**src/rtl/framed_fsk_tone_modulator_defines.svh**
```systemverilog
// assertion macros for the framed fsk tone modulator
`ifndef FRAMED_FSK_TONE_MODULATOR_DEFINES_SVH
`define FRAMED_FSK_TONE_MODULATOR_DEFINES_SVH

// same-cycle implication, checked outside reset
`define FFTM_ASSERT_NOW(label, ante, cons) \
  label: assert property (@(posedge clk) disable iff (!rst_n) (ante) |-> (cons)) \
    else $error("fftm assertion failed");

// next-cycle implication, checked outside reset
`define FFTM_ASSERT_NEXT(label, ante, cons) \
  label: assert property (@(posedge clk) disable iff (!rst_n) (ante) |=> (cons)) \
    else $error("fftm assertion failed");

`endif

```
**src/rtl/fftm_pkg.sv**
```systemverilog
// shared constants, codes and sine table builder for the fsk tone modulator
package fftm_pkg;

  localparam int FRAMES_DEF      = 64;
  localparam int PHASE_BITS_DEF  = 16;
  localparam int SAMPLE_BITS_DEF = 16;

  localparam int INC_W   = 16;
  localparam int CNT_W   = 10;
  localparam int ST_W    = 3;
  localparam int TONE_W  = 3;
  localparam int CFG_AW  = 3;
  localparam int CFG_DW  = 16;
  localparam int QTAB_W  = 24;
  localparam int QTAB_N  = 65;

  // frame states
  localparam logic [ST_W-1:0] ST_WAIT = 3'd0;
  localparam logic [ST_W-1:0] ST_HEAD = 3'd1;
  localparam logic [ST_W-1:0] ST_CUE  = 3'd2;
  localparam logic [ST_W-1:0] ST_DATA = 3'd3;
  localparam logic [ST_W-1:0] ST_FOOT = 3'd4;

  // tone codes
  localparam logic [TONE_W-1:0] TN_SILENT  = 3'd0;
  localparam logic [TONE_W-1:0] TN_CARRIER = 3'd1;
  localparam logic [TONE_W-1:0] TN_ZA      = 3'd2;
  localparam logic [TONE_W-1:0] TN_ZB      = 3'd3;
  localparam logic [TONE_W-1:0] TN_OA      = 3'd4;
  localparam logic [TONE_W-1:0] TN_OB      = 3'd5;

  // configuration register indexes
  localparam logic [CFG_AW-1:0] REG_CARRIER = 3'd0;
  localparam logic [CFG_AW-1:0] REG_ZERO_A  = 3'd1;
  localparam logic [CFG_AW-1:0] REG_ZERO_B  = 3'd2;
  localparam logic [CFG_AW-1:0] REG_ONE_A   = 3'd3;
  localparam logic [CFG_AW-1:0] REG_ONE_B   = 3'd4;
  localparam logic [CFG_AW-1:0] REG_CTRL    = 3'd5;
  localparam logic [CFG_AW-1:0] REG_BIT     = 3'd6;

  localparam logic [CNT_W-1:0] CTRL_PERIODS_RST = 10'd20;

  typedef logic [QTAB_W-1:0] qtab_t [QTAB_N];

  // quarter wave amplitudes, polynomial sine in q16, evaluated at elaboration
  function automatic qtab_t build_qtab(int sample_bits);
    qtab_t tab;
    longint unsigned fs;
    longint unsigned z;
    longint unsigned z2;
    longint unsigned inner;
    longint unsigned mid;
    longint unsigned y;
    longint unsigned amp;
    fs = (64'd1 << (sample_bits - 1)) - 64'd1;
    for (int k = 0; k < QTAB_N; k++) begin
      z     = 64'(k) << 10;
      z2    = (z * z) >> 16;
      inner = 64'd42047 - ((z2 * 64'd4640) >> 16);
      mid   = 64'd102944 - ((z2 * inner) >> 16);
      y     = (z * mid) >> 16;
      if (y > 64'd65536) y = 64'd65536;
      amp = (y * fs + 64'd32768) >> 16;
      if (amp > fs) amp = fs;
      tab[k] = QTAB_W'(amp);
    end
    return tab;
  endfunction

endpackage

```
**src/rtl/fftm_if.sv**
```systemverilog
// request channels of the fsk tone modulator: period input, sample output, register writes
interface fftm_in_if;
  logic valid;
  logic ready;
  logic start_req;
  logic bit_available;
  logic bit_value;

  modport source (output valid, start_req, bit_available, bit_value, input ready);
  modport sink   (input valid, start_req, bit_available, bit_value, output ready);
endinterface

interface fftm_out_if #(
  parameter int SAMPLE_BITS = fftm_pkg::SAMPLE_BITS_DEF
);
  logic                          valid;
  logic                          ready;
  logic signed [SAMPLE_BITS-1:0] sample;
  logic                          last_in_period;
  logic                          bit_taken;
  logic [2:0]                    frame_phase;

  modport source (output valid, sample, last_in_period, bit_taken, frame_phase, input ready);
  modport sink   (input valid, sample, last_in_period, bit_taken, frame_phase, output ready);
endinterface

interface fftm_cfg_if;
  import fftm_pkg::*;
  logic              valid;
  logic              ready;
  logic [CFG_AW-1:0] addr;
  logic [CFG_DW-1:0] data;

  modport source (output valid, addr, data, input ready);
  modport sink   (input valid, addr, data, output ready);
endinterface

```
**src/rtl/framed_fsk_tone_modulator.sv**
```systemverilog
// framed fsk tone modulator: frame sequencer, phase accumulator and sine rom
// an accepted period request loads the burst registers; each of its samples then goes out through the output register
// FRAMES samples per period request, one sample per cycle while the output is not stalled by back-pressure
// the next request is taken in the cycle the last sample of the current one is issued
// reset: synchronous, active low; clears sequencer, phase, burst control and output valid, and loads register defaults
// register writes are always accepted; they must only happen while the block is idle
module framed_fsk_tone_modulator #(
  parameter int FRAMES      = fftm_pkg::FRAMES_DEF,
  parameter int PHASE_BITS  = fftm_pkg::PHASE_BITS_DEF,
  parameter int SAMPLE_BITS = fftm_pkg::SAMPLE_BITS_DEF
) (
  input  logic          clk,
  input  logic          rst_n,
  fftm_cfg_if.sink      cfg_ch,
  fftm_in_if.sink       in_ch,
  fftm_out_if.source    out_ch
);
  import fftm_pkg::*;

  `include "framed_fsk_tone_modulator_defines.svh"

  // frame counter width, one bit minimum when a period holds one sample
  localparam int FCW = (FRAMES > 1) ? $clog2(FRAMES) : 1;
  localparam logic [FCW-1:0] FLAST = FCW'(FRAMES - 1);

  // quarter-wave rom contents, built at elaboration
  localparam qtab_t QTAB = build_qtab(SAMPLE_BITS);

  // configuration registers
  logic [INC_W-1:0] carrier_inc_r, zero_a_inc_r, zero_b_inc_r, one_a_inc_r, one_b_inc_r;
  logic [CNT_W-1:0] ctrl_periods_r, bit_periods_r;

  // frame sequencer state, advanced once per accepted period
  logic [ST_W-1:0]   state_r, state_nxt;
  logic [CNT_W-1:0]  cnt_r, cnt_nxt;
  logic [TONE_W-1:0] tone_r, tone_nxt;
  logic [ST_W-1:0]   entered;
  logic              taken;
  logic [PHASE_BITS-1:0] step_nxt;

  // per-period burst: step and flags held while FRAMES samples go out
  logic                  busy_r;
  logic [FCW-1:0]        fcnt_r;
  logic [PHASE_BITS-1:0] step_r;
  logic                  taken_r;
  logic [ST_W-1:0]       entered_r;
  logic [PHASE_BITS-1:0] phase_r;

  // output register
  logic                          out_valid_r;
  logic signed [SAMPLE_BITS-1:0] out_sample_r;
  logic                          out_last_r;
  logic                          out_taken_r;
  logic [ST_W-1:0]               out_phase_r;

  logic in_acc, issue, issue_last;

  // sine lookup signals
  logic [7:0]             rom_idx;
  logic [6:0]             rom_k;
  logic [SAMPLE_BITS-1:0] amp;
  logic [SAMPLE_BITS-1:0] sample_nxt;

  // handshakes: a sample issues when the output register is free or being drained
  assign issue        = busy_r && (!out_valid_r || out_ch.ready);
  assign issue_last   = issue && (fcnt_r == FLAST);
  assign in_ch.ready  = !busy_r || issue_last;
  assign in_acc       = in_ch.valid && in_ch.ready;
  assign cfg_ch.ready = 1'b1;

  // register writes, unknown indexes ignored
  always_ff @(posedge clk) begin
    if (!rst_n) begin
      carrier_inc_r  <= '0;
      zero_a_inc_r   <= '0;
      zero_b_inc_r   <= '0;
      one_a_inc_r    <= '0;
      one_b_inc_r    <= '0;
      ctrl_periods_r <= CTRL_PERIODS_RST;
      bit_periods_r  <= '0;
    end else if (cfg_ch.valid) begin
      unique case (cfg_ch.addr)
        REG_CARRIER: carrier_inc_r  <= cfg_ch.data;
        REG_ZERO_A:  zero_a_inc_r   <= cfg_ch.data;
        REG_ZERO_B:  zero_b_inc_r   <= cfg_ch.data;
        REG_ONE_A:   one_a_inc_r    <= cfg_ch.data;
        REG_ONE_B:   one_b_inc_r    <= cfg_ch.data;
        REG_CTRL:    ctrl_periods_r <= cfg_ch.data[CNT_W-1:0];
        REG_BIT:     bit_periods_r  <= cfg_ch.data[CNT_W-1:0];
        default: ;
      endcase
    end
  end

  // frame sequencer: next state, counter and tone for the period being accepted
  always_comb begin
    state_nxt = (state_r > ST_FOOT) ? ST_WAIT : state_r;
    // a start request is honored only while waiting
    if (state_nxt == ST_WAIT && in_ch.start_req) state_nxt = ST_HEAD;
    entered  = state_nxt;
    cnt_nxt  = cnt_r;
    tone_nxt = tone_r;
    taken    = 1'b0;

    unique case (state_nxt)
      ST_WAIT: tone_nxt = TN_SILENT;
      ST_HEAD, ST_FOOT: begin
        // carrier header or footer, control_periods+1 periods long
        tone_nxt = TN_CARRIER;
        if (cnt_nxt == ctrl_periods_r) begin
          state_nxt = (state_nxt == ST_HEAD) ? ST_CUE : ST_WAIT;
          cnt_nxt   = '0;
        end else begin
          cnt_nxt = cnt_nxt + CNT_W'(1);
        end
      end
      ST_CUE: begin
        // silent cue, data rules run in the same period
        state_nxt = ST_DATA;
        tone_nxt  = TN_SILENT;
      end
      default: ;
    endcase

    // bits exhausted: go to footer, tone of this period unchanged
    if (state_nxt == ST_DATA && !in_ch.bit_available) begin
      state_nxt = ST_FOOT;
      cnt_nxt   = '0;
    end

    if (state_nxt == ST_DATA) begin
      if (cnt_nxt == bit_periods_r) begin
        // take the bit and alternate between the two tones of its value
        if (in_ch.bit_value) tone_nxt = (tone_nxt == TN_OA) ? TN_OB : TN_OA;
        else                 tone_nxt = (tone_nxt == TN_ZA) ? TN_ZB : TN_ZA;
        taken   = 1'b1;
        cnt_nxt = '0;
      end else begin
        cnt_nxt = cnt_nxt + CNT_W'(1);
      end
    end
  end

  // tone to phase step, silent and unused codes give no step
  always_comb begin
    unique case (tone_nxt)
      TN_CARRIER: step_nxt = PHASE_BITS'(carrier_inc_r);
      TN_ZA:      step_nxt = PHASE_BITS'(zero_a_inc_r);
      TN_ZB:      step_nxt = PHASE_BITS'(zero_b_inc_r);
      TN_OA:      step_nxt = PHASE_BITS'(one_a_inc_r);
      TN_OB:      step_nxt = PHASE_BITS'(one_b_inc_r);
      default:    step_nxt = '0;
    endcase
  end

  // sequencer registers update once per accepted period
  always_ff @(posedge clk) begin
    if (!rst_n) begin
      state_r <= ST_WAIT;
      cnt_r   <= '0;
      tone_r  <= TN_SILENT;
    end else if (in_acc) begin
      state_r <= state_nxt;
      cnt_r   <= cnt_nxt;
      tone_r  <= tone_nxt;
    end
  end

  // burst control: a new period takes over right after the last sample of the previous one
  always_ff @(posedge clk) begin
    if (!rst_n) begin
      busy_r <= 1'b0;
      fcnt_r <= '0;
    end else if (in_acc) begin
      busy_r <= 1'b1;
      fcnt_r <= '0;
    end else if (issue_last) begin
      busy_r <= 1'b0;
    end else if (issue) begin
      fcnt_r <= fcnt_r + FCW'(1);
    end
  end

  always_ff @(posedge clk) begin
    if (in_acc) begin
      step_r    <= step_nxt;
      taken_r   <= taken;
      entered_r <= entered;
    end
  end

  // phase accumulator, wraps modulo a full turn; frozen between bursts
  always_ff @(posedge clk) begin
    if (!rst_n) begin
      phase_r <= '0;
    end else if (issue) begin
      phase_r <= phase_r + step_r;
    end
  end

  // sine rom: top 8 phase bits, quarter table mirrored and negated by quadrant
  assign rom_idx    = phase_r[PHASE_BITS-1 -: 8];
  assign rom_k      = rom_idx[6] ? (7'd64 - {1'b0, rom_idx[5:0]}) : {1'b0, rom_idx[5:0]};
  assign amp        = QTAB[rom_k][SAMPLE_BITS-1:0];
  assign sample_nxt = rom_idx[7] ? (SAMPLE_BITS'(0) - amp) : amp;

  // output register
  always_ff @(posedge clk) begin
    if (!rst_n) begin
      out_valid_r <= 1'b0;
    end else if (issue) begin
      out_valid_r <= 1'b1;
    end else if (out_ch.ready) begin
      out_valid_r <= 1'b0;
    end
  end

  always_ff @(posedge clk) begin
    if (issue) begin
      out_sample_r <= sample_nxt;
      out_last_r   <= (fcnt_r == FLAST);
      out_taken_r  <= taken_r;
      out_phase_r  <= entered_r;
    end
  end

  assign out_ch.valid          = out_valid_r;
  assign out_ch.sample         = out_sample_r;
  assign out_ch.last_in_period = out_last_r;
  assign out_ch.bit_taken      = out_taken_r;
  assign out_ch.frame_phase    = out_phase_r;

  // a request during a burst only lands on its final sample
  `FFTM_ASSERT_NOW(a_acc_only_at_end, in_acc && busy_r, issue_last)
  // the final sample of a burst carries the period marker
  `FFTM_ASSERT_NEXT(a_last_marked, issue_last, out_valid_r && out_last_r)
  // a bit is only consumed in a cue or data period
  `FFTM_ASSERT_NOW(a_taken_in_data, out_valid_r && out_taken_r,
                   out_phase_r == ST_DATA || out_phase_r == ST_CUE)
  // phase holds while no sample issues
  `FFTM_ASSERT_NEXT(a_phase_frozen, !issue, $stable(phase_r))
endmodule

```
**src/flat_wrapper.sv**
```systemverilog
// flat-port wrapper written by rule: the top's interface ports become plain ports
module framed_fsk_tone_modulator_flat import fftm_pkg::*;
#(
  parameter int FRAMES      = fftm_pkg::FRAMES_DEF,
  parameter int PHASE_BITS  = fftm_pkg::PHASE_BITS_DEF,
  parameter int SAMPLE_BITS = fftm_pkg::SAMPLE_BITS_DEF
)
  (clk, rst_n, cfg_ch_valid, cfg_ch_addr, cfg_ch_data, cfg_ch_ready, in_ch_valid, in_ch_start_req, in_ch_bit_available, in_ch_bit_value, in_ch_ready, out_ch_valid, out_ch_sample, out_ch_last_in_period, out_ch_bit_taken, out_ch_frame_phase, out_ch_ready);
  fftm_cfg_if cfg_ch_i ();
  fftm_in_if in_ch_i ();
  fftm_out_if #(.SAMPLE_BITS(SAMPLE_BITS)) out_ch_i ();
  input  logic clk;
  input  logic rst_n;
  input wire logic [$bits(cfg_ch_i.valid)-1:0] cfg_ch_valid;
  input wire logic [$bits(cfg_ch_i.addr)-1:0] cfg_ch_addr;
  input wire logic [$bits(cfg_ch_i.data)-1:0] cfg_ch_data;
  output wire logic [$bits(cfg_ch_i.ready)-1:0] cfg_ch_ready;
  input wire logic [$bits(in_ch_i.valid)-1:0] in_ch_valid;
  input wire logic [$bits(in_ch_i.start_req)-1:0] in_ch_start_req;
  input wire logic [$bits(in_ch_i.bit_available)-1:0] in_ch_bit_available;
  input wire logic [$bits(in_ch_i.bit_value)-1:0] in_ch_bit_value;
  output wire logic [$bits(in_ch_i.ready)-1:0] in_ch_ready;
  output wire logic [$bits(out_ch_i.valid)-1:0] out_ch_valid;
  output wire logic [$bits(out_ch_i.sample)-1:0] out_ch_sample;
  output wire logic [$bits(out_ch_i.last_in_period)-1:0] out_ch_last_in_period;
  output wire logic [$bits(out_ch_i.bit_taken)-1:0] out_ch_bit_taken;
  output wire logic [$bits(out_ch_i.frame_phase)-1:0] out_ch_frame_phase;
  input wire logic [$bits(out_ch_i.ready)-1:0] out_ch_ready;
  assign cfg_ch_i.valid = cfg_ch_valid;
  assign cfg_ch_i.addr = cfg_ch_addr;
  assign cfg_ch_i.data = cfg_ch_data;
  assign cfg_ch_ready = cfg_ch_i.ready;
  assign in_ch_i.valid = in_ch_valid;
  assign in_ch_i.start_req = in_ch_start_req;
  assign in_ch_i.bit_available = in_ch_bit_available;
  assign in_ch_i.bit_value = in_ch_bit_value;
  assign in_ch_ready = in_ch_i.ready;
  assign out_ch_valid = out_ch_i.valid;
  assign out_ch_sample = out_ch_i.sample;
  assign out_ch_last_in_period = out_ch_i.last_in_period;
  assign out_ch_bit_taken = out_ch_i.bit_taken;
  assign out_ch_frame_phase = out_ch_i.frame_phase;
  assign out_ch_i.ready = out_ch_ready;
  framed_fsk_tone_modulator #(.FRAMES(FRAMES), .PHASE_BITS(PHASE_BITS), .SAMPLE_BITS(SAMPLE_BITS)) u_core (.clk(clk), .rst_n(rst_n), .cfg_ch(cfg_ch_i), .in_ch(in_ch_i), .out_ch(out_ch_i));
endmodule
```
**config.mk**
```make
export PLATFORM = sky130hd
export DESIGN_NAME = framed_fsk_tone_modulator_flat
export DESIGN_NICKNAME = d
export VERILOG_FILES = /design/src/rtl/fftm_pkg.sv /design/src/rtl/fftm_if.sv /design/src/rtl/framed_fsk_tone_modulator.sv /design/src/flat_wrapper.sv
export VERILOG_INCLUDE_DIRS = /design/src /design/src/rtl
export SDC_FILE = /design/constraint.sdc
export NUM_CORES = 1
export LEC_CHECK = 0
export BUFFER_PORTS_ARGS = -buffer_cell sky130_fd_sc_hd__buf_2
export CORE_MARGIN = 2
export CORE_UTILIZATION = 50
export DETAILED_ROUTE_END_ITERATION = 8
export PLACE_DENSITY = 0.68
export SETUP_SLACK_MARGIN = 0.4
export SKIP_LAST_GASP = 1
export SYNTH_ARGS = -nofsm -noshare
export SYNTH_HDL_FRONTEND = slang
export SYNTH_SLANG_ARGS = --single-unit
```
**constraint.sdc**
```tcl
create_clock -name clk -period 6.2 [get_ports clk]
set_input_delay 1.24 -clock clk [delete_from_list [all_inputs] [get_ports clk]]
set_output_delay 1.24 -clock clk [all_outputs]
set_load 0.05 [all_outputs]
```
# Word-level counts from Yosys, hierarchy flattened
# Memories as Yosys holds them, arrays and structs flattened.
# Index checks and enable logic that the tools add are counted.
[totals] out_inout_bits=24 reg_bits=181 input_bits=27 mem_count=1 mem_bits_ro=3072
[mem_list] memory="(no name shown)" words=128 word_bits=24 rd=1 rd_ports_with_merged_regs=0 wr=0 line="framed_fsk_tone_modulator.sv:204" text="assign amp = QTAB[rom_k][SAMPLE_BITS-1:0];"
[classes] n_reduce_logical=26 n_lt_le_gt_ge=2 mux=27 bitwise=3 n_addsub=6 eq_ne=21
[op_table] operator="$pmux W16 S5" count=1
[op_table] operator="$mux W10" count=5
[op_table] operator="$mux W16" count=3
[op_table] operator="$eq A3 B2 Y1 const B" count=8
[op_table] operator="$eq A3 B3 Y1 const B" count=7
[op_table] operator="$mux W3" count=7
[op_table] operator="$add A10 B1 Y10 const B" count=2
[op_table] operator="$eq A10 B10 Y1" count=2
[op_table] operator="$add A16 B16 Y16" count=1
[op_table] operator="$reduce_and A2 Y1" count=8
[op_table] operator="$sub A1 B16 Y16 const A" count=1
[op_table] operator="$pmux W3 S2" count=2
[op_table] operator="$eq A3 B1 Y1 const B" count=3
[op_table] operator="$logic_not A3 Y1" count=3
[op_table] operator="$ge A8 B8 Y1 const B" count=1
[op_table] operator="$not A7 Y8" count=1
[op_table] operator="$mux W1" count=7
[op_table] operator="$mux W7" count=1
[op_table] operator="$sub A7 B6 Y7 const A" count=1
[op_table] operator="$add A6 B1 Y6 const B" count=1
[op_table] operator="$eq A6 B6 Y1 const B" count=1
[op_table] operator="$reduce_or A2 Y1" count=3
[op_table] operator="$logic_and A1 B1 Y1" count=5
[op_table] operator="$reduce_bool A2 Y1" count=2
[op_table] operator="other kinds (5)" count=9

# Longest topological paths before layout
# Gate-level depths: netlist of the first run.
[depth] depth_word=17 depth_mapped=20 ltp_nobuf=17

# Worst setup path after synthesis of the first run
# OpenSTA, ideal clock, no wires.
[synth_timing] path_kind="flip-flop to flip-flop" startpoint="reg u_core.phase_r[8]" endpoint="reg u_core.out_sample_r[13] (netlist: u_core.out_ch.sample[13]), data pin" arrival_time_ps=4087 synth_period_minus_slack_ps=4353 stages_incl_launch_ff=17 path_buffers=2 path_slack_ps=1847 required_ps=5934 cell_sequence="dfxtp_1 buf_2 inv_1 ha_1 nand2_1 o21ai_1 ha_1 clkbuf_1 inv_1 mux4_2 o21ai_1 a211oi_1 a211oi_1 nand3_1 or3b_1 o31a_1 xor2_1"
[synth_via] elab_chain_len=8
[synth_rtl] item="from (decl)" line="framed_fsk_tone_modulator.sv:47" text="logic [PHASE_BITS-1:0] phase_r;"
[synth_rtl] item="from (signal assigned)" line="framed_fsk_tone_modulator.sv:197" text="phase_r <= phase_r + step_r;"
[synth_rtl] item="$sub A7 B6 Y7" line="framed_fsk_tone_modulator.sv:203" text="assign rom_k = rom_idx[6] ? (7'd64 - {1'b0, rom_idx[5:0]}) : {1'b0, rom_idx[5:0]};"
[synth_rtl] item="$mux W7 *" line="framed_fsk_tone_modulator.sv:203"
[synth_rtl] item="$not A7 Y8 (implied by the code) *" line="framed_fsk_tone_modulator.sv:204"
[synth_rtl] item="$mem_v2 Z128 W24 *"
[synth_rtl] item="$mux W16 (implied by the code) * (2 in series)" line="framed_fsk_tone_modulator.sv:204"
[synth_rtl] item="$sub A1 B16 Y16" line="framed_fsk_tone_modulator.sv:205" text="assign sample_nxt = rom_idx[7] ? (SAMPLE_BITS'(0) - amp) : amp;"
[synth_rtl] item="$mux W16 *" line="framed_fsk_tone_modulator.sv:205"
[synth_rtl] item="via u_core.sample_nxt[13]" line="framed_fsk_tone_modulator.sv:62" text="logic [SAMPLE_BITS-1:0] sample_nxt;"
[synth_rtl] item="to (signal assigned)" line="framed_fsk_tone_modulator.sv:220" text="out_sample_r <= sample_nxt;"
[synth_rtl] item="to (decl)" line="framed_fsk_tone_modulator.sv:51" text="logic signed [SAMPLE_BITS-1:0] out_sample_r;"
# The timed path passes the listed nets; every way through them passes the cells marked *. The select of a mux whose other input is x is not followed.
# A chain may end at the register's enable or synchronous reset.

# Worst setup path after layout of the first run
[layout_timing] startpoint="reg u_core.phase_r[9]" endpoint="reg u_core.out_sample_r[13] (netlist: u_core.out_ch.sample[13]), data pin"
# The elaborated chain is that of the path after synthesis.

==> flow_summary.yaml, run 1 <==
grt:
  grt_pass1_wl_um: 46600
  grt_usage_pct: 26.3
  grt_max_degree: 77
  antenna_found_initial: 0
  grt-ovfl-total: 0
  grt_pass1_vias: 8899
floorplanning:
  die_h_um: 150
  core_um2: 20900
  io_pins: 51
  die_w_um: 150
  num_rows: 53
  dieArea_um2: 22400
  initial_core_util_pct: 50.7
clock_network:
  cts_setup_buffers: 0
  clk_transition_reported_paths_ns: 0.08
  cts.sinks: 181
  clk_path_buf_depth: 2
  root_buffer: "clkbuf_16"
  cts_resized: 0
  htreeDepth: 4
  cts_tree: "yes"
  ctsHoldBuffers: 0
  cts_buffers: 17
  insertion_delay_ns: 0.43
yosys:
  synth_top_area_cell: "dfxtp_1"
  synth_xor_area_share_pct: 5.42
  synth-compound-area-share_pct: 22.5
  synth_top_area_share_pct: 26.5
  ys_warn_count: 0
  synth_top_family_by_area: "compound AO/OA/AOI/OAI gates"
  synth-edff-count: 41
  yosys.area_share.simple_pct: 21.9
  synth_most_common_cell: "nand2_1"
  syn-mean-instance-area_um2: 8.05
  synth_seq_area_share_pct: 38.1
  ys.flop_type: "dfxtp_1"
  syn_area_um2: 10600
  synth_cell_types: 87
  async_flop_share_pct: 0
  synthMuxAreaShare_pct: 2.63
  synth_fp_nets: 1373
  synth_common_cells: "nand2_1, a21oi_1, dfxtp_1"
  syn_inst: 1315
  synth_fa_ha_area_share_pct: 3.73
  ys_ff_latch: 181
  ys_top_cells_by_area: "dfxtp_1, edfxtp_1, nand2_1"
setup_path:
  path_cells: "inv_2 -> ha_1 -> nand2_1 -> o21ai_1 -> ha_1 -> inv_1 -> mux4_2 -> o21ai_1 -> a211oi_1 -> a211oi_1 -> nand3_1 -> or3b_1 -> o31a_1 -> xor2_1"
  start_kind: "register"
  r2r-start: "u_core.phase_r[9]"
  setup.worst_path.start: "u_core.phase_r[9]"
  crit_type: "reg -> reg"
  cp.arrival_ns: 5.00
  crit_path_end_kind: "register"
  cp_max_fo: 11
  cpPeakStageDelay_ns: 0.65
  critPathSlowestCell: "ha_1"
  regToRegSetupSlack_ns: 1.37
  r2r.worst_path.cells: 14
  endpoint: "u_core.out_ch.sample[13]"
  cp.required_ns: 6.37
  r2r_end: "u_core.out_ch.sample[13]"
timing:
  fin_worst_skew_ns: 0.0159
  slew_violations: 0
  clock.fmax_ghz: 0.207
  setup_tns_ns: 0
  finalSetupViolCount: 0
  slew-limit-headroom_pct: 28.4
  rsz0062_at_grt: "no"
  layout_min_cycle_time_ns: 4.83
  final-hold-violation-count: 0
  fin_crit_sh_pct: 77.9
  worst_pin_slew_ns: 1.07
power:
  cellLeakagePower_uw: 0.00400
  powerDensity_nw_per_um2: 274
  peakVddDrop_mv: 0.176
  total_power_uw: 3170
detailed_routing:
  via_count: 9667
  drc: 0
  ant_nets: 0
  via_per_inst: 6.01
  first_iter_violations: 1081
  drt_wl_total_um: 29000
  wl_per_cell_um: 18.0
  first_pass_iters: 8
place:
  gp_congestion: 0.934
  hpwl_um: 19800
  buffer_ports.inserted: 49
cells_and_area:
  num-fill-cells: 1931
  seqCellArea_um2: 4030
  diodes: 0
  drive_gt1_share_pct: 9.75
  finalNetCount: 1380
  multi_input_area_um2: 5960
  areaGrowthSynthToFinish_pct: 9.56
flow_run:
  drv_cap: 0
run_status:
  status: "finished, final reports clean"
min_path:
  hold_class: "reg -> reg"
## registers in the layout, indices dropped and copies added (netlist names), 6 cells and up
register and flops:
u_core.zero_a_inc_r 16, u_core.cnt_r 10, u_core.phase_r 16, u_core.one_b_inc_r 16
u_core.ctrl_periods_r 10, u_core.zero_b_inc_r 16, u_core.fcnt_r 6, u_core.one_a_inc_r 16
u_core.out_ch.sample 16, u_core.carrier_inc_r 16, u_core.step_r 16, u_core.bit_periods_r 10
## critical path, delay by kind of cell (launching register included)
family          cells  cell delay [ns]
xor+xnor            1             0.14
compound gates      5             1.43
fa+ha+maj           2             0.94
mux                 1             0.50
simple gates        3             0.76
buf+inv             2             0.28
flops               1             0.51
## layer usage
metal | GRT usage (%) | share of wire [%] | vias up
met5 | 0 | 0 | -
met4 | 9.71 | 3.0 | 0
met3 | 3.69 | 7.1 | 63
met2 | 42.6 | 46 | 393
met1 | 35.7 | 44 | 4513
li1 | - | - | 4698
## power breakdown
group          internal (µW)  switching, µW  total, µW
clock network            615            500       1120
logic                    253            484        737
registers               1280           46.5       1320
## final cells by class
class | count | area share [%]
Clock buffer | 20 | 4.12
Sequential cell | 181 | 34.8
Tap cell | 275 | 2.97
Inverter | 67 | 2.18
Multi-Input combinational cell | 986 | 51.4
Timing Repair Buffer | 69 | 3.41
Clock inverter | 11 | 1.15
## stage by stage
stage	setup slack, ns	cell area [µm²]	hold WS, ns	std cells	utilization (%)
after floorplan	1.85	10600	0.400	1315	-
final	1.37	11600	0.423	1609	55.5
after CTS	1.45	11600	0.424	1609	55.5
after global placement	1.25	11000	0.402	1578	52.6
after detailed placement	1.08	11000	0.410	1578	52.6
after global routing	0.997	11600	0.437	1609	55.5
## cells in the final DEF, fill, tap and decap left out, types with 15 or more instances in the layout
master / instances
a211oi_1: 17
a21oi_1: 140
a222oi_1: 15
buf_2: 49
buf_4: 20
clkbuf_16: 18
dfxtp_1: 140
edfxtp_1: 41
ha_1: 30
inv_1: 62
nand2_1: 292
nand2b_1: 19
nand3_1: 31
nor2_1: 78
nor3_1: 27
o211ai_1: 15
o21ai_0: 37
o221ai_1: 18
xnor2_1: 43
## kinds of logic after synthesis
| family | after synthesis |
|---|---|
| xor+xnor | 61 |
| mux | 21 |
| simple gates | 522 |
| flops | 181 |
| other cells | 1 |
| compound gates | 350 |
| buf+inv | 148 |
| fa+ha+maj | 31 |
## worst min-delay path by stage
stage                        startpoint                      endpoint  slack, ns  depth (start not counted)
CTS                      u_core.taken_r       u_core.out_ch.bit_taken       0.42                          0
global route        u_core.entered_r[1]  u_core.out_ch.frame_phase[1]       0.44                          0
global placement    u_core.entered_r[2]  u_core.out_ch.frame_phase[2]       0.40                          0
finish                   u_core.taken_r       u_core.out_ch.bit_taken       0.42                          0
floorplan                u_core.taken_r       u_core.out_ch.bit_taken       0.40                          0
detailed placement  u_core.entered_r[0]  u_core.out_ch.frame_phase[0]       0.41                          0
No activity file was read; power rests on OpenSTA's default activity.
==> inputs of run 2 (changes only) <==
Settings changed: PLACE_DENSITY 0.68 to 0.71.
Clock period 6.2 ns to 4.25 ns, I/O delays scaled along.
==> flow_summary.yaml, run 2 (synthesized netlist as in run 1, its figures left out) <==
timing:
  layout_min_cycle_time_ns: 3.73
  worst_pin_slew_ns: 1.31
  clock.fmax_ghz: 0.268
  fin_crit_sh_pct: 87.9
  slew-limit-headroom_pct: 12.3
  rsz0062_at_grt: "no"
  finalSetupViolCount: 0
  final-hold-violation-count: 0
  fin_ws_ns: 0.516
  fin_worst_skew_ns: 0.0131
  slew_violations: 0
floorplanning:
  core_um2: 20900
  dieArea_um2: 22400
  die_w_um: 150
  num_rows: 53
  initial_core_util_pct: 50.7
  io_pins: 51
  die_h_um: 150
clock_network:
  clk_path_buf_depth: 2
  cts_buffers: 17
  cts_tree: "yes"
  clk_transition_reported_paths_ns: 0.07
  insertion_delay_ns: 0.44
  root_buffer: "clkbuf_16"
  htreeDepth: 4
  cts.sinks: 181
grt:
  grt-ovfl-total: 0
  use_met2_pct: 44.2
  met1_usage_pct: 34.7
  grt.met3_usage_pct: 5.34
  top_usage_layer: "met2"
  grt_max_degree: 68
  grt_pass1_vias: 9406
  grt_usage_pct: 26.8
  grt_pass1_wl_um: 47900
  antenna_found_initial: 0
setup_path:
  cp_max_fo: 5
  crit_buf_inv: 4
  start_kind: "register"
  cp.required_ns: 4.42
  crit_type: "reg -> reg"
  r2r-start: "u_core.phase_r[8]"
  cp_top_family: "compound AO/OA/AOI/OAI gates"
  crit_path_end_kind: "register"
  critPathSlowestCell: "or3b_4"
  cp.arrival_ns: 3.90
  path_cells: "inv_1 -> ha_1 -> nor2b_2 -> xor2_2 -> buf_4 -> clkinvlp_4 -> buf_12 -> xnor2_4 -> o22ai_1 -> o311a_1 -> a211o_1 -> nor3_4 -> or3b_4 -> o31a_1 -> xor2_1"
  setup.worst_path.start: "u_core.phase_r[8]"
  cpPeakStageDelay_ns: 0.44
power:
  peakVddDrop_mv: 0.273
  total_power_uw: 4730
  cellLeakagePower_uw: 0.00430
  powerDensity_nw_per_um2: 386
detailed_routing:
  ant_nets: 0
  first_pass_iters: 8
  drt_wl_total_um: 29600
  via_per_inst: 5.94
  drc: 0
  via_count: 9922
  wl_per_cell_um: 17.8
  first_iter_violations: 910
min_path:
  hold_class: "reg -> reg"
  worstHoldStart: "u_core.entered_r[0]"
place:
  pre_cts_ws_ns: -0.161
  gp_congestion: 0.934
  buffer_ports.inserted: 49
  dp_cells: 1619
  hpwl_um: 20700
cells_and_area:
  areaGrowthSynthToFinish_pct: 15.6
  layout_common_cells: "nand2_1, a21oi_1, dfxtp_1"
  num-fill-cells: 1842
  final_common_cell: "nand2_1"
  finalNetCount: 1440
  diodes: 0
  final_util_pct: 58.6
  drive_gt1_share_pct: 16.0
  multi_input_area_um2: 6160
  seqCellArea_um2: 4040
  instances_no_fill: 1670
run_status:
  status: "finished, final reports clean"
flow_run:
  drv_cap: 0
==> run 2: worst paths after layout <==
check | end | slack [ns] | cells after the start
hold / removal | u_core.out_ch.frame_phase[0] | 0.43 | 0
setup reg to reg | u_core.out_ch.sample[13] | 0.52 | 15
hold reg to reg | u_core.out_ch.frame_phase[0] | 0.43 | 0
setup / recovery | u_core.out_ch.sample[13] | 0.52 | 15
==> run 2: through the flow <==
step,setup TNS [ns],cell area [µm²],hold WS (ns)
2_1_floorplan,0,10600,0.400
3_3_place_gp,-0.224,11300,0.405
3_5_place_dp,-2.03,11300,0.406
4_1_cts,0,12000,0.423
5_1_grt,0,12200,0.429
6_report,0,12200,0.425
==> run 2: where the power goes <==
part / total, µW / switching, µW / internal [µW]
clock: 1550 / 758 / 788
combinational: 1260 / 777 / 480
sequential: 1930 / 64.7 / 1860
total: 4730 / 1600 / 3130
==> run 2: area by class of cell <==
| cell class | instances | area share, % |
|---|---|---|
| Tap cell | 275 | 2.81 |
| Clock inverter | 15 | 1.28 |
| Inverter | 67 | 2.12 |
| Sequential cell | 181 | 33.0 |
| Clock buffer | 17 | 3.47 |
| Timing Repair inverter | 1 | 0.0613 |
| Timing Repair Buffer | 128 | 6.98 |
| Multi-Input combinational cell | 986 | 50.3 |
==> run 2: what timing repair did <==
item	CTS	global route
cloned	0	1
setup endpoints to repair	22	26
pin swaps	1	5
hold buffers	0	0
setup buffers	1	17
gates resized for setup	10	28
==> run 2: worst register-to-register path, cell delays in order (launching register included) <==
cell and delay (ns):
dfxtp_2 0.37, inv_1 0.07, ha_1 0.26, nor2b_2 0.17, xor2_2 0.14, buf_4 0.16
clkinvlp_4 0.16, buf_12 0.17, xnor2_4 0.19, o22ai_1 0.11, o311a_1 0.30, a211o_1 0.34
nor3_4 0.18, or3b_4 0.44, o31a_1 0.28, xor2_1 0.14
==> run 2: layer usage <==
layer	share of wire, %	up-vias
met5	0	-
met4	2.8	0
met3	7.6	62
met2	47	410
met1	43	4641
li1	-	4809
==> inputs of run 3 (changes only) <==
Settings changed: CELL_PAD_IN_SITES_DETAIL_PLACEMENT set to 1, CELL_PAD_IN_SITES_GLOBAL_PLACEMENT set to 1, CORE_UTILIZATION 50 to 42, PLACE_DENSITY 0.71 to 0.77, REMOVE_ABC_BUFFERS set to 1.
==> flow_summary.yaml, run 3 (synthesized netlist as in run 1, its figures left out) <==
run_status:
  status: "finished, final reports clean"
floorplanning:
  dieArea_um2: 26500
  initial_core_util_pct: 42.4
  die_w_um: 163
  die_h_um: 163
  core_um2: 25000
  num_rows: 58
  io_pins: 51
clock_network:
  htreeDepth: 4
  clk_transition_reported_paths_ns: 0.09
  cts.sinks: 181
  clk_path_buf_depth: 2
  insertion_delay_ns: 0.46
  cts_tree: "yes"
  cts_buffers: 17
  ctsHoldBuffers: 0
  root_buffer: "clkbuf_16"
detailed_routing:
  via_per_inst: 5.96
  wl_met1_um: 15200
  drc: 0
  wl_per_cell_um: 20.4
  wl_met2_um: 17000
  ant_nets: 0
  via_count: 10231
  first_pass_iters: 7
  top_layer: "met4"
  drt_wl_total_um: 35100
  first_iter_violations: 891
  wl_met3_um: 1900
flow_run:
  drv_cap: 0
cells_and_area:
  final_common_cell: "nand2_1"
  layout_common_cells: "nand2_1, a21oi_1, dfxtp_1"
  drive_gt1_share_pct: 16.4
  finalNetCount: 1433
  areaGrowthSynthToFinish_pct: 16.8
  diodes: 0
place:
  buffer_ports.inserted: 49
  gp_congestion: 0.891
  hpwl_um: 23500
timing:
  finalSetupViolCount: 0
  slew-limit-headroom_pct: 39.1
  whs_ns: 0.425
  fin_worst_skew_ns: 0.0269
  final-hold-violation-count: 0
  fin_crit_sh_pct: 87.8
  rsz0062_at_grt: "yes"
  setup_tns_ns: 0
  worst_pin_slew_ns: 0.906
  clock.fmax_ghz: 0.268
  slew_violations: 0
  layout_min_cycle_time_ns: 3.73
setup_path:
  cp_max_fo: 7
  path_cells: "inv_1 -> ha_1 -> nand2_2 -> o21ai_4 -> buf_4 -> ha_2 -> mux4_2 -> o21ai_1 -> a211oi_1 -> a211oi_2 -> nand3_2 -> or3b_4 -> o31a_1 -> xor2_1"
  crit_path_end_kind: "register"
  cpPeakStageDelay_ns: 0.46
  start_kind: "register"
  cp.required_ns: 4.45
  crit_type: "reg -> reg"
  cp.arrival_ns: 3.93
  critPathSlowestCell: "mux4_2"
power:
  cellLeakagePower_uw: 0.00433
  total_power_uw: 4920
  powerDensity_nw_per_um2: 398
  peakVddDrop_mv: 0.252
grt:
  grt_usage_pct: 26.5
  grt-ovfl-total: 0
  antenna_found_initial: 0
  grt_pass1_vias: 10434
  grt_max_degree: 82
  grt_pass1_wl_um: 55700
min_path:
  hold_class: "reg -> reg"
-- run 3: critical path: cells and delay by family, from the launching register on --
kind | cells | cell delay, ns
AOI/OAI and AO/OA | 5 | 0.95
and+or+nand+nor | 3 | 0.72
adders and majority gates | 2 | 0.56
muxes | 1 | 0.46
DFF | 1 | 0.37
buffers and inverters | 2 | 0.28
xor gates and xnor gates | 1 | 0.15
-- run 3: cell type report --
class | instances | area, µm²
fillers | 3038 | 12600
multi-input cells | 986 | 6200
flip-flops and latches | 181 | 4050
repair buffers | 122 | 823
clock buffers | 17 | 425
well taps | 330 | 413
inverters | 67 | 258
clock inverters | 15 | 201
-- run 3: timing repair --
item                       in CTS  in global routing
setup buffers                   1                 16
pin swaps                       1                 11
setup endpoints to repair      25                 26
gates resized for setup        13                 59
-- run 3: final timing paths --
check | start | endpoint | slack (ns) | cells after the start
min | u_core.entered_r[1] | u_core.out_ch.frame_phase[1] | 0.43 | 0
max | u_core.phase_r[8] | u_core.out_ch.sample[13] | 0.52 | 14
max reg2reg | u_core.phase_r[8] | u_core.out_ch.sample[13] | 0.52 | 14
min reg2reg | u_core.entered_r[1] | u_core.out_ch.frame_phase[1] | 0.43 | 0
-- run 3: metrics by stage --
step / instance area (µm²) / utilization (%) / instances / worst slack, ns
floorplan: 10200 / - / 1234 / -1.63
global placement: 11300 / 45.4 / 1669 / -0.0203
detailed placement: 11300 / 45.4 / 1669 / -0.183
CTS: 12000 / 48.2 / 1702 / 0.401
global route: 12400 / 49.6 / 1718 / 0.332
finish: 12400 / 49.6 / 1718 / 0.520
-- run 3: layer usage --
| layer | up-vias | track usage, % |
|---|---|---|
| li1 | 4800 | - |
| met1 | 5038 | 34.4 |
| met2 | 317 | 44.8 |
| met3 | 76 | 3.97 |
| met4 | 0 | 9.21 |
| met5 | - | 0 |
-- run 3: report_power, final --
part | switching, µW | total [µW] | internal, µW
registers | 70.0 | 1930 | 1860
clock network | 862 | 1680 | 820
logic | 815 | 1310 | 492
